--- config.mk ---
export PLATFORM = sky130hd
export DESIGN_NAME = dpc_cfg_regs
export DESIGN_NICKNAME = d
export VERILOG_FILES = /design/src/rtl/dpc_pkg.sv /design/src/rtl/dpc_cfg_regs.sv
export VERILOG_INCLUDE_DIRS = /design/src /design/src/rtl
export SDC_FILE = /design/constraint.sdc
export NUM_CORES = 1
export LEC_CHECK = 0
export CAP_MARGIN = 15
export CORE_AREA = 2 2 85 87
export CTS_BUF_LIST = sky130_fd_sc_hd__clkbuf_4
export DETAILED_ROUTE_END_ITERATION = 10
export DIE_AREA = 0 0 87 89
export DONT_BUFFER_PORTS = 1
export PLACE_DENSITY = 0.7
export SETUP_SLACK_MARGIN = 0.02
export SYNTH_ARGS = -nofsm -noshare
export SYNTH_HDL_FRONTEND = slang
export SYNTH_SLANG_ARGS = --single-unit
export TNS_END_PERCENT = 30
--- constraint.sdc ---
create_clock -name clk -period 1.6 [get_ports clk]
set_input_delay 0.16 -clock clk [delete_from_list [all_inputs] [get_ports clk]]
set_output_delay 0.16 -clock clk [all_outputs]
set_load 0.01 [all_outputs]
--- src/rtl/differential_pressure_compensation_assert.svh ---
// ============================================================================
// Assertion macros for the differential pressure compensation block
// Concurrent checks on clk, disabled while rst_n is low; empty for synthesis.
// ============================================================================
`ifndef DIFFERENTIAL_PRESSURE_COMPENSATION_ASSERT_SVH
`define DIFFERENTIAL_PRESSURE_COMPENSATION_ASSERT_SVH
`ifndef SYNTHESIS
// Same-cycle implication
`define DPC_ASSERT_IMPL(lbl, ante, cons, msg) \
    lbl: assert property (@(posedge clk) disable iff (!rst_n) (ante) |-> (cons)) \
        else $error(msg);
// Next-cycle implication
`define DPC_ASSERT_NEXT(lbl, ante, cons, msg) \
    lbl: assert property (@(posedge clk) disable iff (!rst_n) (ante) |=> (cons)) \
        else $error(msg);
`else
`define DPC_ASSERT_IMPL(lbl, ante, cons, msg)
`define DPC_ASSERT_NEXT(lbl, ante, cons, msg)
`endif
`endif

--- src/rtl/dpc_pkg.sv ---
// ============================================================================
// dpc_pkg
// Widths, shift amounts, limits and shared types of the pressure compensator.
// ============================================================================
package dpc_pkg;

    // Field widths
    localparam int RAW_W  = 24;
    localparam int COEF_W = 16;
    localparam int PSI_W  = 24;
    localparam int PA_W   = 40;
    localparam int TEMP_W = 20;

    // Pipeline depth, input register to output register
    localparam int N_STG = 8;

    // Shift amounts of the compensation formulae
    localparam int SH_TREF     = 7;
    localparam int SH_TEMPSENS = 22;
    localparam int SH_OFF_T1   = 17;
    localparam int SH_TCO      = 5;
    localparam int SH_SENS_T1  = 16;
    localparam int SH_TCS      = 6;
    localparam int SH_PROD     = 21;
    localparam int SH_P        = 15;

    // Temperature base (20.00 degC) and pascal scale (Q16 per 0.0001 psi)
    localparam logic signed [TEMP_W:0] TEMP_BASE    = 21'sd2000;
    localparam logic [COEF_W-1:0]      PA_PER_PSIE4 = 16'd45186;

    // Temperature limits
    localparam logic signed [TEMP_W-1:0] T_MIN = -20'sd129070;
    localparam logic signed [TEMP_W-1:0] T_MAX = 20'sd264140;

    // Register indexes
    typedef enum logic [2:0] {
        REG_C1_SENS_T1  = 3'd0,
        REG_C2_OFF_T1   = 3'd1,
        REG_C3_TCS      = 3'd2,
        REG_C4_TCO      = 3'd3,
        REG_C5_TREF     = 3'd4,
        REG_C6_TEMPSENS = 3'd5
    } cfg_index_t;

    localparam logic [2:0] REG_LAST = REG_C6_TEMPSENS;

    // Calibration words as seen by the datapath
    typedef struct packed {
        logic [COEF_W-1:0] c1_sens_t1;
        logic [COEF_W-1:0] c2_off_t1;
        logic [COEF_W-1:0] c3_tcs;
        logic [COEF_W-1:0] c4_tco;
        logic [COEF_W-1:0] c5_tref;
        logic [COEF_W-1:0] c6_tempsens;
    } coeff_t;

endpackage

--- src/rtl/dpc_cfg_regs.sv ---
// ============================================================================
// dpc_cfg_regs
// Calibration register file: six 16-bit words, write only, cleared at reset.
// ============================================================================
`include "differential_pressure_compensation_assert.svh"

module dpc_cfg_regs
    import dpc_pkg::*;
(
    input  logic              clk,
    input  logic              rst_n,
    input  logic              cfg_we,
    input  logic [2:0]        cfg_index,
    input  logic [COEF_W-1:0] cfg_data,
    output coeff_t            coeff
);

    coeff_t coeff_reg;
    coeff_t coeff_next;

    // Decode the write; drop indexes past the last register
    always_comb
    begin
        coeff_next = coeff_reg;
        if (cfg_we)
        begin
            case (cfg_index)
                REG_C1_SENS_T1:  coeff_next.c1_sens_t1  = cfg_data;
                REG_C2_OFF_T1:   coeff_next.c2_off_t1   = cfg_data;
                REG_C3_TCS:      coeff_next.c3_tcs      = cfg_data;
                REG_C4_TCO:      coeff_next.c4_tco      = cfg_data;
                REG_C5_TREF:     coeff_next.c5_tref     = cfg_data;
                REG_C6_TEMPSENS: coeff_next.c6_tempsens = cfg_data;
                default:         coeff_next = coeff_reg;
            endcase
        end
    end

    always_ff @(posedge clk or negedge rst_n)
    begin
        if (!rst_n)
        begin
            coeff_reg <= '0;
        end
        else
        begin
            coeff_reg <= coeff_next;
        end
    end

    assign coeff = coeff_reg;

    // A write past the register list leaves every word untouched
    `DPC_ASSERT_NEXT(a_cfg_ignore, cfg_we && (cfg_index > REG_LAST), $stable(coeff_reg), "cfg: out-of-range write changed a register")

endmodule

==> flow_metrics.env <==
export IMPL_avgSynthCellArea_um2=17.7
export IMPL_slew_headroom=0.537
export IMPL_min_period_over_period=0.644
export IMPL_cts_tree="built"
export IMPL_hold_buffers=16
export IMPL_synth_nets=230
export IMPL_worst_pin_slew_ps=691
export IMPL_wl_per_cell_um=23.3
export IMPL_grt_pass1_wl_um=10900
export IMPL_status="complete, but fails checks"
export IMPL_reg2reg_to="coeff[75]"
export IMPL_post_cts_resize_count=0
export IMPL_worst_path_max_fanout=2
export IMPL_synthToLayoutAreaGrowth_pct=9.08
export IMPL_core_area_mm2=0.00672
export IMPL_yosys_top_cells_area="dfrtp_1 (65%), mux2_2 (29%), buf_6 (2.1%)"
export IMPL_yosysSeqAreaShare=0.653
export IMPL_synth_top_cell_area_share=0.653
export IMPL_drive_above_1_share=0.511
export IMPL_cts_made_buffers=9
export IMPL_htree_levels=3
export IMPL_hold_path_class="input pin to async pin"
export IMPL_yosysUniqueCellTypes=10
export IMPL_crit_cells=0
export IMPL_drtIter0Drc=34
export IMPL_root_buffer="clkbuf_4"
export IMPL_vias_per_cell=5.82
export IMPL_ant_nets=0
export IMPL_rsz0062_at_grt="false"
export IMPL_critPathCapture="coeff[49]"
export IMPL_ys_warn_count=0
export IMPL_violations="negative hold slack"
export IMPL_min_period_ps=1030
export IMPL_grt_antenna_before_repair=0
export IMPL_die_area_mm2=0.00774
export IMPL_syn_area_mm2=0.00368
export IMPL_power_switching_share=0.289
export IMPL_fin_hold_ws_ps=-573
export IMPL_leakagePower_nw=1.74
export IMPL_grt_overflow_total=0
export IMPL_cts_setup_buffers=0
export IMPL_synth_cells=208
export IMPL_slew_viol_final=0
export IMPL_maxCapViolations=0
export IMPL_cp_start_kind="register"
export IMPL_clock_path_buffers=2
export IMPL_start_util=0.547
export IMPL_grt_max_degree=97
export IMPL_crit_type="register to output pin"
export IMPL_row_count=30
export IMPL_routed_wl_um=7340
export IMPL_io_buffers=0
export IMPL_p_seq_frac=0.660
export IMPL_p_int_w=0.00390
export IMPL_max_freq_mhz=971
export IMPL_firstDrtPassIters=4
export IMPL_place_congestion=0.722
export IMPL_antennaDiodeCount=0
export IMPL_hold_viol=96
export IMPL_clock_latency_ps=400
export IMPL_clk_pin_slew_ps=140
export IMPL_dieWidth_um=87
export IMPL_reg2reg_depth=1
export IMPL_die_h_um=89
export IMPL_ys_ff_latch=96
export IMPL_cts_sinks=96
export IMPL_io_pins=118
export IMPL_vias=1833
export IMPL_clock_skew_ps=0
export IMPL_grtUsageTotal=0.192
export IMPL_final_nets=252
export IMPL_grt_pass1_vias=2008
export IMPL_critPathLaunch="coeff[49]"
export IMPL_drc=0
export IMPL_ir_worst_vdd_v=0.000721
export IMPL_synth_largest_area_cell="dfrtp_1"
export IMPL_setup_tns_ps=0
export IMPL_cp_arrival_ps=870
export IMPL_dpl_hpwl_um=4920
export IMPL_crit_required_ps=1440
export IMPL_r2r_start="coeff[75]"
export IMPL_p_comb_frac=0.114
export IMPL_largest_reg_flops=96
export IMPL_finalSetupViolCount=0
export IMPL_r2r_slack_ps=740
export IMPL_p_per_area_mw_per_mm2=1370
export IMPL_power_clock_fraction=0.226
export IMPL_worst_setup_path_end_kind="output pin"
export IMPL_p_sw_w=0.00158
[metrics by stage]
stage,power [W],utilization,cell area (µm²),worst slack [ps],std cells
finish,0.00548,0.597,4010,570,315
global route,0.00575,0.597,4010,523,315
detailed placement,0.00426,0.553,3710,142,283
floorplan,0.00403,-,3680,252,208
global placement,0.00418,0.553,3710,209,283
CTS,0.00554,0.597,4010,544,315
[logic make-up (layout without fill, tap and decap cells)]
family | after synthesis | after routing | synth area share
and+or+nand+nor | 6 | 6 | 0.0248
buffers and inverters | 10 | 37 | 0.0282
DFF | 96 | 96 | 0.653
muxes | 96 | 96 | 0.294
[cell usage in the layout, fill, tap and decap left out, types with 2 or more instances in the layout]
cell           Yosys  final
mux2_2            95     95
and4bb_2           2      2
clkbuf_4           0     11
dfrtp_1           96     96
buf_4              0      5
dlygate4sd3_1      0     16
clkinvlp_4         0      2
nand4b_2           2      2
[layout make-up]
| cell class | instances | area, µm² |
|---|---|---|
| Clock buffer | 11 | 82.6 |
| Timing Repair Buffer | 21 | 198 |
| Multi-Input combinational cell | 102 | 1170 |
| Sequential cell | 96 | 2400 |
| Clock inverter | 5 | 57.6 |
| Fill cell | 503 | 2710 |
| Tap cell | 80 | 100 |
[worst min-delay path by stage]
stage | start | to | slack, ps
after floorplan | rst_n | coeff[0] | -140
after global placement | rst_n | coeff[22] | -130
after detailed placement | rst_n | coeff[22] | -130
after CTS | rst_n | coeff[16] | -610
after global routing | rst_n | coeff[70] | -620
final | rst_n | coeff[22] | -570
[power groups by stage]
stage	Clock (W)	Sequential (W)	Combinational (W)
after CTS	0.00128	0.00363	0.000636
final	0.00124	0.00362	0.000626
after detailed placement	0	0.00368	0.000581
after global placement	0	0.00365	0.000530
after global routing	0.00139	0.00368	0.000680
after floorplan	0	0.00352	0.000516
[synth_stat cells, drive strengths merged]
master,n
and4bb,3
buf,10
dfrtp,96
mux2,96
nand4b,2
nor4b,1
[layer usage]
layer | part of all wire | wire (µm) | track usage | up-vias
met5 | 0 | 0 | 0 | -
met4 | 0.011 | 82 | 0.0682 | 0
met3 | 0.098 | 717 | 0.0803 | 11
met2 | 0.51 | 3730 | 0.321 | 84
met1 | 0.38 | 2810 | 0.222 | 950
li1 | - | - | - | 788
No activity file was read; power rests on OpenSTA's default activity.
